==> src/rtl/drp_pkg.sv <==
package drp_pkg;

    // Result codes carried in the status field.
    typedef enum logic [1:0] {
        ST_OK       = 2'd0,
        ST_SYNTAX   = 2'd1,
        ST_RANGE    = 2'd2,
        ST_OVERFLOW = 2'd3
    } status_t;

    // Configuration register indexes.
    localparam int unsigned CFG_INDEX_W = 8;
    localparam logic [CFG_INDEX_W-1:0] REG_MIN_TEMPERATURE = 8'd0;
    localparam logic [CFG_INDEX_W-1:0] REG_MAX_TEMPERATURE = 8'd1;

    // Reset values of the temperature limits.
    localparam logic [7:0] MIN_TEMPERATURE_RESET = 8'd50;
    localparam logic [7:0] MAX_TEMPERATURE_RESET = 8'd150;

    // Character codes used by the parser.
    localparam logic [7:0] CHAR_SLASH = 8'h2F;
    localparam logic [7:0] CHAR_SPACE = 8'h20;
    localparam logic [7:0] CHAR_TAB   = 8'h09;
    localparam logic [7:0] CHAR_CR    = 8'h0D;
    localparam logic [7:0] CHAR_ZERO  = 8'h30;
    localparam logic [7:0] CHAR_NINE  = 8'h39;

    typedef struct packed {
        logic [7:0] char_byte;
        logic       last_byte;
    } in_beat_t;

    typedef struct packed {
        status_t     status;
        logic [7:0]  temperature;
        logic [31:0] seconds;
        logic        motor_on;
    } out_beat_t;

endpackage

==> src/rtl/drp_parser.sv <==
module drp_parser (
    input  logic               clk,
    input  logic               rst_n,
    input  logic               step,
    input  drp_pkg::in_beat_t  beat,
    input  logic [7:0]         min_temperature,
    input  logic [7:0]         max_temperature,
    output drp_pkg::out_beat_t result
);
    import drp_pkg::*;

    typedef enum logic [2:0] {
        PH_LEAD  = 3'd0,
        PH_TEMP  = 3'd1,
        PH_SLASH = 3'd2,
        PH_SECS  = 3'd3,
        PH_TRAIL = 3'd4
    } phase_t;

    phase_t      phase_reg, phase_next;
    logic [7:0]  temp_reg, temp_next;
    logic [31:0] secs_reg, secs_next;
    logic        err_reg, err_next;
    logic        ovf_reg, ovf_next;

    logic        is_bad;
    logic        is_digit;
    logic        is_space;
    logic [3:0]  digit;
    logic [11:0] temp_mac;
    logic [35:0] secs_mac;

    // Character classes of the current byte.
    assign is_bad   = (beat.char_byte == 8'h00) || beat.char_byte[7];
    assign is_digit = (beat.char_byte >= CHAR_ZERO) && (beat.char_byte <= CHAR_NINE);
    assign is_space = (beat.char_byte == CHAR_SPACE) ||
                      ((beat.char_byte >= CHAR_TAB) && (beat.char_byte <= CHAR_CR));
    assign digit    = beat.char_byte[3:0];

    // Multiply-by-ten accumulate, built from two shifts and two adds.
    assign temp_mac = ({4'd0, temp_reg} << 3) + ({4'd0, temp_reg} << 1) + {8'd0, digit};
    assign secs_mac = ({4'd0, secs_reg} << 3) + ({4'd0, secs_reg} << 1) + {32'd0, digit};

    // Next parse state for the current byte.
    always_comb
    begin
        phase_next = phase_reg;
        temp_next  = temp_reg;
        secs_next  = secs_reg;
        err_next   = err_reg;
        ovf_next   = ovf_reg;
        if (!err_reg)
        begin
            if (is_bad)
            begin
                err_next = 1'b1;
            end
            else
            begin
                unique case (phase_reg)
                    PH_LEAD:
                    begin
                        if (is_digit)
                        begin
                            phase_next = PH_TEMP;
                            temp_next  = {4'd0, digit};
                        end
                        else if (!is_space)
                        begin
                            err_next = 1'b1;
                        end
                    end
                    PH_TEMP:
                    begin
                        if (is_digit)
                        begin
                            temp_next = (temp_mac[11:8] != 4'd0) ? 8'hFF : temp_mac[7:0];
                        end
                        else if (beat.char_byte == CHAR_SLASH)
                        begin
                            phase_next = PH_SLASH;
                        end
                        else
                        begin
                            err_next = 1'b1;
                        end
                    end
                    PH_SLASH:
                    begin
                        if (is_digit)
                        begin
                            phase_next = PH_SECS;
                            secs_next  = {28'd0, digit};
                        end
                        else
                        begin
                            err_next = 1'b1;
                        end
                    end
                    PH_SECS:
                    begin
                        if (is_digit)
                        begin
                            if (secs_mac[35:32] != 4'd0)
                            begin
                                ovf_next  = 1'b1;
                                secs_next = 32'hFFFF_FFFF;
                            end
                            else
                            begin
                                secs_next = secs_mac[31:0];
                            end
                        end
                        else if (is_space)
                        begin
                            phase_next = PH_TRAIL;
                        end
                        else
                        begin
                            err_next = 1'b1;
                        end
                    end
                    PH_TRAIL:
                    begin
                        if (!is_space)
                        begin
                            err_next = 1'b1;
                        end
                    end
                    default:
                    begin
                        err_next = 1'b1;
                    end
                endcase
            end
        end
    end

    // Judge the message as it stands after this byte.
    always_comb
    begin
        result.temperature = temp_next;
        result.seconds     = secs_next;
        if (err_next)
        begin
            result.status      = ST_SYNTAX;
            result.temperature = 8'd0;
            result.seconds     = 32'd0;
        end
        else if ((temp_next < min_temperature) || (temp_next > max_temperature))
        begin
            result.status = ST_RANGE;
        end
        else if (ovf_next)
        begin
            result.status = ST_OVERFLOW;
        end
        else
        begin
            result.status = ST_OK;
        end
        result.motor_on = (result.status == ST_OK) && (result.seconds != 32'd0);
    end

    // Parse state; the last byte of a message returns it to the start.
    always_ff @(posedge clk or negedge rst_n)
    begin
        if (!rst_n)
        begin
            phase_reg <= PH_LEAD;
            temp_reg  <= 8'd0;
            secs_reg  <= 32'd0;
            err_reg   <= 1'b0;
            ovf_reg   <= 1'b0;
        end
        else if (step)
        begin
            if (beat.last_byte)
            begin
                phase_reg <= PH_LEAD;
                temp_reg  <= 8'd0;
                secs_reg  <= 32'd0;
                err_reg   <= 1'b0;
                ovf_reg   <= 1'b0;
            end
            else
            begin
                phase_reg <= phase_next;
                temp_reg  <= temp_next;
                secs_reg  <= secs_next;
                err_reg   <= err_next;
                ovf_reg   <= ovf_next;
            end
        end
    end

endmodule

==> src/rtl/dry_request_parser.sv <==
// Dry request parser: takes a command message of the form
// "[spaces] temperature/seconds [spaces]" one ASCII byte per beat.
// Input channel: in_valid, in_stall, in_data (char_byte, last_byte).
// Output channel: out_valid, out_stall, out_data (status, temperature,
// seconds, motor_on); one result beat is given per message, for the byte
// marked last_byte.
// Configuration: cfg_valid, cfg_ready, cfg_index, cfg_data write the
// minimum (index 0) and maximum (index 1) temperature; cfg_ready is
// always high. Other indexes are ignored. Write only while idle.
// Throughput is one byte per cycle while in_stall is low, set by the
// combinational parse step (multiply-by-ten accumulate) between the
// input and result registers. A last byte's result is registered in
// the result register, driving out_valid, once that register is free.
// When the receiver stalls, the result is held; non-final bytes keep
// flowing, and a following last byte waits in the input register,
// which then raises in_stall until the result beat is taken.
// Reset clears the parse state and the valid bits of both registers; the
// limits return to 50 and 150 degrees.
module dry_request_parser (
    input  logic                             clk,
    input  logic                             rst_n,
    input  logic                             in_valid,
    output logic                             in_stall,
    input  drp_pkg::in_beat_t                in_data,
    output logic                             out_valid,
    input  logic                             out_stall,
    output drp_pkg::out_beat_t               out_data,
    input  logic                             cfg_valid,
    output logic                             cfg_ready,
    input  logic [drp_pkg::CFG_INDEX_W-1:0]  cfg_index,
    input  logic [7:0]                       cfg_data
);
    import drp_pkg::*;

    logic       in_valid_reg;
    in_beat_t   in_beat_reg;
    logic       out_valid_reg;
    out_beat_t  out_beat_reg;
    logic [7:0] min_temp_reg;
    logic [7:0] max_temp_reg;

    logic       res_free;
    logic       go;
    logic       in_fire;
    out_beat_t  result;

    // Handshake: the input register moves on unless it holds a last byte
    // and the result register is still occupied.
    assign res_free  = !out_valid_reg || !out_stall;
    assign go        = in_valid_reg && (!in_beat_reg.last_byte || res_free);
    assign in_stall  = in_valid_reg && !go;
    assign in_fire   = in_valid && !in_stall;
    assign cfg_ready = 1'b1;
    assign out_valid = out_valid_reg;
    assign out_data  = out_beat_reg;

    drp_parser u_parser (
        .clk             (clk),
        .rst_n           (rst_n),
        .step            (go),
        .beat            (in_beat_reg),
        .min_temperature (min_temp_reg),
        .max_temperature (max_temp_reg),
        .result          (result)
    );

    // Control and configuration registers.
    always_ff @(posedge clk or negedge rst_n)
    begin
        if (!rst_n)
        begin
            in_valid_reg  <= 1'b0;
            out_valid_reg <= 1'b0;
            min_temp_reg  <= MIN_TEMPERATURE_RESET;
            max_temp_reg  <= MAX_TEMPERATURE_RESET;
        end
        else
        begin
            if (in_fire)
            begin
                in_valid_reg <= 1'b1;
            end
            else if (go)
            begin
                in_valid_reg <= 1'b0;
            end

            if (go && in_beat_reg.last_byte)
            begin
                out_valid_reg <= 1'b1;
            end
            else if (!out_stall)
            begin
                out_valid_reg <= 1'b0;
            end

            if (cfg_valid && cfg_ready)
            begin
                unique case (cfg_index)
                    REG_MIN_TEMPERATURE: min_temp_reg <= cfg_data;
                    REG_MAX_TEMPERATURE: max_temp_reg <= cfg_data;
                    default:
                    begin
                    end
                endcase
            end
        end
    end

    // Payload registers.
    always_ff @(posedge clk)
    begin
        if (in_fire)
        begin
            in_beat_reg <= in_data;
        end
        if (go && in_beat_reg.last_byte)
        begin
            out_beat_reg <= result;
        end
    end

endmodule

==> config.mk <==
export PLATFORM = sky130hd
export DESIGN_NAME = dry_request_parser
export DESIGN_NICKNAME = d
export VERILOG_FILES = /design/src/rtl/drp_pkg.sv /design/src/rtl/drp_parser.sv /design/src/rtl/dry_request_parser.sv
export SDC_FILE = /design/constraint.sdc
export NUM_CORES = 1
export LEC_CHECK = 0
export BUFFER_PORTS_ARGS = -buffer_cell sky130_fd_sc_hd__buf_2
export CORE_MARGIN = 2
export CORE_UTILIZATION = 64
export DETAILED_ROUTE_END_ITERATION = 16
export GPL_TIMING_DRIVEN = 0
export PLACE_DENSITY_LB_ADDON = 0.25
export SLEW_MARGIN = 15
export SYNTH_ARGS = -nofsm -noshare
export SYNTH_HDL_FRONTEND = slang
export SYNTH_HIERARCHICAL = 1
export SYNTH_SLANG_ARGS = --single-unit
export TNS_END_PERCENT = 10
==> constraint.sdc <==
create_clock -name clk -period 12.6 [get_ports clk]
set_input_delay 2.52 -clock clk [delete_from_list [all_inputs] [get_ports clk]]
set_output_delay 2.52 -clock clk [all_outputs]
set_load 0.02 [all_outputs]
==> metrics.yaml, run 1 <==
synth_ff_type: "dfrtp_1"
rows: 41
synth_cell_types: 74
grt_overflow_total: 0
power_leakage_nw: 4.282
area_delta_synth_final_pct: 15.22
cts.sinks: 115
drtIter0Drc: 813
grt_pass1_vias: 7086
nets: 1101
drive_above_1_share_pct: 14.99
synth_area_leaders: "edfxtp_1 (19%), dfrtp_1 (17%), ha_1 (14%), a21oi_1 (5.1%), nand2_1 (4.0%)"
async_reset_ff_share_pct: 54.78
die_height_um: 117.2
hold_class: "reg2reg"
p_per_area_mw_per_mm2: 109.0
insertion_delay_ns: 0.42
multi_input_area_sq_mm: 0.004690
postSynthAreaPerCell_sq_um: 9.336
cts-resized-gates: 0
grt_pass1_wl_mm: 35.32
rr_worst_depth: 20
yosysWarnings: 6
final_cell_area_sq_mm: 0.009455
largest_reg_flops: 43
port_buffers: 74
dp_cells: 1127
synth_common_cells: "ha_1 (93), nand2_1 (87), a21oi_1 (83)"
post_synth_inst_count: 879
regArea_sq_mm: 0.003147
stdcell_count: 1159
place_area_sq_mm: 0.008853
crit_end: "in_stall"
htreeDepth: 4
synth_top_area_share_pct: 19.03
status: "finished, final reports clean"
cts.path.max_buffers: 2
tns_ns: 0
ys_ff_latch: 115
r2r_slack_ns: 7.06
synth_edf_count: 52
finalHoldWorstSlack_ns: 0.5109
cts_setup_buffers: 0
finalHoldViolations: 0
cts-buffers-inserted: 17
grt_setup_unrepaired: "no"
seq_area_frac_synth_pct: 38.34
dr.pass1.iters: 6
finalClockSkew_ns: 0.01230
yosysTopAreaCell: "edfxtp_1"
cts_hold_buf: 0
finalWirelength_mm: 22.00
r2r_start: "in_beat_reg[4]"
report.final.slew_viol_count: 0
die_area_sq_mm: 0.01375
relSlewSlack_pct: 38.88
routed_via_density: 6.446
nFillCells: 897
end_kind: "primary output"
cp.arrival_ns: 3.09
max_freq_ghz: 0.1783
syn_nets: 1006
period_share_pct: 44.50
grt_antenna_before_repair: 0
root_buffer: "clkbuf_16"
critPathMaxFanout: 4
grt_max_degree: 37
via_count: 7471
fp.dieW_um: 117.2
worst_slack_ns: 6.993
initial_core_util_pct: 65.30
antenna_left: 0
ioPinCount: 76
place.detailed.hpwl_mm: 16.09
cts_tree: "built"
dpl_worst_slack_ns: 7.033
max_cap_violations: 0
clkTransAtPathRegs_ns: 0.05
drc: 0
crit_required_ns: 10.08
crit_start: "out_stall"
path_class: "in2out"
grt_use_total_pct: 33.70
antenna_cells: 0
place_congestion: 0.9473
startpoint_type: "input pin"
fin_crit_ns: 5.607
core_area_sq_mm: 0.01257
ir_worst_vdd_v: 0.0001197
wire_per_inst_um: 18.98
syn_area_sq_mm: 0.008207
setup_viol: 0
worstReg2RegEnd: "out_data[0]"
worstMarginPinSlew_ns: 0.9084
synthMostInstantiatedCell: "ha_1"
==> final cells by class <==
cell class / count / area share [%]
Inverter: 64 / 2.541
Buffer: 32 / 1.495
Timing Repair Buffer: 76 / 4.446
Multi-Input combinational cell: 668 / 49.60
Clock inverter: 10 / 1.667
Sequential cell: 115 / 33.28
Clock buffer: 22 / 4.698
Tap cell: 172 / 2.276
==> cells by family (layout without fill, tap and decap cells) <==
logic type / Yosys count / count (layout) / synth area share (%)
AO/OA/AOI/OAI: 268 / 268 / 20.49
XOR/XNOR: 34 / 34 / 3.629
adder cells (fa/ha/maj): 97 / 97 / 15.15
buffers and inverters: 96 / 204 / 4.650
flip-flops: 115 / 115 / 38.34
multiplexers: 19 / 19 / 2.927
other: 1 / 1 / 0.04569
AND/OR/NAND/NOR: 249 / 249 / 14.76
==> worst max-delay path, stage by stage <==
cell,delay (ns)
buf_2,0.14
nand4_1,0.18
inv_1,0.09
buf_2,0.16
==> power breakdown <==
group	total [mW]	switching (mW)	internal, mW
clock	0.495	0.166	0.329
sequential	0.418	0.00934	0.408
combinational	0.117	0.0777	0.0398
total	1.03	0.253	0.777
==> cells in the final DEF, fill, tap and decap left out, drive strengths merged, types with 14 or more instances in the layout <==
| master | instances |
|---|---|
| ha | 93 |
| xnor2 | 20 |
| clkbuf | 44 |
| mux2 | 16 |
| xor2 | 14 |
| dfrtp | 56 |
| nand4 | 14 |
| nor2 | 73 |
| nand2 | 87 |
| buf | 86 |
| o22ai | 30 |
| inv | 63 |
| o21ai | 66 |
| edfxtp | 52 |
| a21oi | 86 |
==> how the worst min path moves through the flow <==
stage                     from              end  slack (ns)  depth (start not counted)
3_5_place_dp   min_temp_reg[3]  min_temp_reg[3]        0.50                          1
3_3_place_gp   max_temp_reg[6]  max_temp_reg[6]        0.49                          1
4_1_cts        min_temp_reg[7]  min_temp_reg[7]        0.51                          1
5_1_grt        min_temp_reg[3]  min_temp_reg[3]        0.52                          1
2_1_floorplan  max_temp_reg[3]  max_temp_reg[3]        0.48                          1
6_report       min_temp_reg[7]  min_temp_reg[7]        0.51                          1
==> stage by stage <==
step                      utilization, %  total power, mW
after floorplan                        -           0.4986
after global placement             69.96           0.5324
after detailed placement           70.44           0.5378
after CTS                          75.23            1.031
after global routing               75.23            1.064
final                              75.23            1.030
==> routing by layer <==
layer / GRT usage, % / vias up / part of all wire, %
met5: 0 / - / 0
met4: 13.49 / 0 / 3.5
met3: 7.621 / 93 / 8.4
met2: 55.06 / 413 / 47
met1: 43.72 / 3541 / 41
li1: - / 3424 / -
No activity file was read; power rests on OpenSTA's default activity.
==> run 2: changes to the inputs <==
--- a/config.mk
+++ b/config.mk
@@ -5,9 +5,10 @@
 export SDC_FILE = /design/constraint.sdc
 export NUM_CORES = 1
 export LEC_CHECK = 0
+export ABC_AREA = 1
 export BUFFER_PORTS_ARGS = -buffer_cell sky130_fd_sc_hd__buf_2
 export CORE_MARGIN = 2
-export CORE_UTILIZATION = 64
+export CORE_UTILIZATION = 56
 export DETAILED_ROUTE_END_ITERATION = 16
 export GPL_TIMING_DRIVEN = 0
 export PLACE_DENSITY_LB_ADDON = 0.25
==> constraint.sdc (replaced) <==
create_clock -name clk -period 4.6 [get_ports clk]
set_input_delay 0.92 -clock clk [delete_from_list [all_inputs] [get_ports clk]]
set_output_delay 0.92 -clock clk [all_outputs]
set_load 0.02 [all_outputs]
==> metrics.yaml, run 2 <==
status: "finished, final reports clean"
synth_area_leaders: "edfxtp_1 (17%), nand2_1 (15%), dfrtp_1 (15%), ha_1 (13%), inv_1 (9.2%)"
clkTransAtPathRegs_ns: 0.05  # about the same
rows: 46  # +12%
via_count: 8724  # +17%
drc: 0  # unchanged
cp_top_family: "adder cells"
regArea_sq_mm: 0.003147  # unchanged
cp.arrival_ns: 4.38  # +1.29 ns
stdcell_count: 1619  # +40%
area_delta_synth_final_pct: 14.16
final_cell_mix: "nand2_1 (377), inv_1 (224), nor2_1 (114)"
power_leakage_nw: 5.832  # +36%
place_area_sq_mm: 0.009882  # +12%
syn_area_sq_mm: 0.009191  # +12%
r2r_slack_ns: 0.39  # -6.67 ns
report.final.slew_viol_count: 0  # unchanged
end_kind: "register"
final_common_cell: "nand2_1"
ioPinCount: 76  # unchanged
insertion_delay_ns: 0.42  # about the same
max_freq_ghz: 0.2375
nets: 1517  # +38%
setup_viol: 0  # unchanged
crit_path_frequent_cell: "inv_1"
worstReg2RegEnd: "out_data[42]"
initial_core_util_pct: 57.65  # -7.6 points
finalHoldViolations: 0  # unchanged
antenna_cells: 0  # unchanged
dr.pass1.iters: 7  # +1
max_cap_violations: 0  # unchanged
postSynthAreaPerCell_sq_um: 7.109  # -24%
wire_per_inst_um: 14.91  # -21%
ys_ff_latch: 115  # unchanged
largest_reg_flops: 43  # unchanged
startpoint_type: "register"
critPathMaxFanout: 4  # unchanged
drive_above_1_share_pct: 12.90  # -2.1 points
finalClockSkew_ns: 0.007411  # -0.004888 ns
grt_antenna_before_repair: 0  # unchanged
synth_fa_ha_area_share_pct: 13.53  # -1.6 points
grt_pass1_vias: 8517  # +20%
cts_hold_buf: 0  # unchanged
synth_ff_type: "dfrtp_1"
synth-simple-area-share_pct: 30.17  # +15 points
fp.dieW_um: 132.1  # +13%
grt_setup_unrepaired: "no"
yosysWarnings: 6  # unchanged
seq_area_frac_synth_pct: 34.24  # -4.1 points
path_class: "reg2reg"
grt_use_total_pct: 28.97  # -4.7 points
place.detailed.hpwl_mm: 18.50  # +15%
yosysTopAreaCell: "edfxtp_1"
finalWirelength_mm: 24.14  # +9.8%
cp_cell_sequence: "fa_1, inv_1, fa_1, inv_1, nand2_1, o21ai_2, nand4_1, nand3_1, nand2_1, nor2_1, nand2_2, a21boi_2, nand3_1, o21ai_2, inv_1, ha_1, a21oi_1, o21a_1, o221ai_1, o21ai_1, nand3_1, nand2_1, inv_1"
die_height_um: 132.1  # +13%
place_congestion: 0.9370  # -1.1%
cts.path.max_buffers: 2  # unchanged
synthMostInstantiatedCell: "nand2_1"
final_cell_area_sq_mm: 0.01049  # +11%
crit_required_ns: 4.77  # -5.31 ns
synth_top_family_by_area: "simple AND/OR/NAND/NOR gates"
slowest_stage: "fa_1"
syn_nets: 1420  # +41%
yosys.area_share.xor_xnor_pct: 0.6670  # -3.0 points
r2r_start: "u_parser/temp_reg[2]"
dp_cells: 1585  # +41%
cts.sinks: 115  # unchanged
routed_via_density: 5.389  # -16%
synth_edf_count: 52  # unchanged
synth_cell_types: 49  # -34%
multi_input_area_sq_mm: 0.005034  # +7.3%
p_per_area_mw_per_mm2: 279.2  # +160%
htreeDepth: 4  # unchanged
synth_top_area_share_pct: 16.99  # -2.0 points
synth_common_cells: "nand2_1 (378), inv_1 (225), nor2_1 (114)"
cts_tree: "built"
period_share_pct: 91.52
die_area_sq_mm: 0.01745  # +27%
slowest_delay_ns: 0.56  # +0.38 ns
drtIter0Drc: 935  # +15%
fin_crit_ns: 4.210
root_buffer: "clkbuf_16"
grt_max_degree: 46  # +24%
muxShareOfSynthArea_pct: 0  # -2.9 points
relSlewSlack_pct: 49.77  # +11 points
ir_worst_vdd_v: 0.0002733  # +130%
critPathBufInv: 4  # +1
worstMarginPinSlew_ns: 0.7465  # -0.1619 ns
grt_pass1_wl_mm: 40.25  # +14%
cts-buffers-inserted: 17  # unchanged
antenna_left: 0  # unchanged
hold_class: "in2async"
grt_overflow_total: 0  # unchanged
async_reset_ff_share_pct: 54.78  # unchanged
rr_worst_depth: 23  # +15%
core_area_sq_mm: 0.01594  # +27%
nFillCells: 1371  # +53%
port_buffers: 74  # unchanged
synth_compound_area_share_pct: 10.17  # -10 points
post_synth_inst_count: 1293  # +47%
-- run 2: kinds of logic after synthesis --
family | after synthesis
AND/OR/NAND/NOR | 641
buffers and inverters | 264
AO/OA/AOI/OAI | 168
flip-flops | 115
adder cells (fa/ha/maj) | 97
XOR/XNOR | 7
other | 1
-- run 2: where the power goes --
part	internal, mW	leakage, nW	total [mW]	switching (mW)
Clock	0.847	0.278	1.31	0.462
Sequential	1.13	1.35	1.15	0.0255
Combinational	0.136	4.21	0.468	0.332
Total	2.11	5.83	2.93	0.820
-- run 2: metrics by stage --
| step | hold WS, ns | total power [mW] | util, % | worst slack (ns) | setup TNS (ns) |
|---|---|---|---|---|---|
| after CTS | 0.3903 | 2.932 | 65.61 | 0.06134 | 0 |
| after global routing | 0.3903 | 3.050 | 65.81 | 0.005820 | 0 |
| after global placement | 0.4525 | 1.605 | 61.67 | -0.06448 | -0.09812 |
| after floorplan | 0.4419 | 1.467 | - | 0.5795 | 0 |
| after detailed placement | 0.4545 | 1.617 | 61.98 | -0.09703 | -0.1961 |
| final | 0.3869 | 2.930 | 65.81 | 0.3899 | 0 |
-- run 2: repair_timing --
item                                    4_1_cts  5_1_grt
setup buffers                                 0        2
pin swaps                                     0        4
resized for setup                             2        8
endpoints found under the setup margin        3        3
-- run 2: area by class of cell --
type	count	area share (%)
plain buffers	24	1.216
clock buffers	22	4.233
clock inverters	10	1.276
inverters	240	8.586
multi-input cells	914	47.97
flip-flops and latches	115	29.99
well taps	216	2.576
repair buffers	78	4.150
-- run 2: layer usage --
metal | global-route usage [%] | routed length (um) | vias to the layer above
met5 | 0 | 0 | -
met1 | 37.34 | 10090 | 3980
met3 | 5.498 | 1859 | 49
met2 | 48.78 | 11600 | 344
met4 | 10.39 | 590 | 0
li1 | - | - | 4351
-- run 2: worst register-to-register path: cells and delay by family (launching register included) --
| kind | cells | cell delay [ns] |
|---|---|---|
| flip-flops | 1 | 0.39 |
| buffers and inverters | 4 | 0.30 |
| AO/OA/AOI/OAI | 7 | 1.07 |
| adder cells (fa/ha/maj) | 3 | 1.29 |
| AND/OR/NAND/NOR | 9 | 0.92 |
-- run 2: how the worst max path moves through the flow --
stage,to,start,cells past startpoint,slack [ns]
2_1_floorplan,out_data[42],in_beat_reg[4],23,0.58
3_3_place_gp,out_data[42],in_beat_reg[4],23,-0.06
3_5_place_dp,out_data[42],in_beat_reg[4],23,-0.1
4_1_cts,out_data[42],in_beat_reg[4],23,0.06
5_1_grt,out_data[42],u_parser/temp_reg[2],23,0.006
6_report,out_data[42],u_parser/temp_reg[2],23,0.39
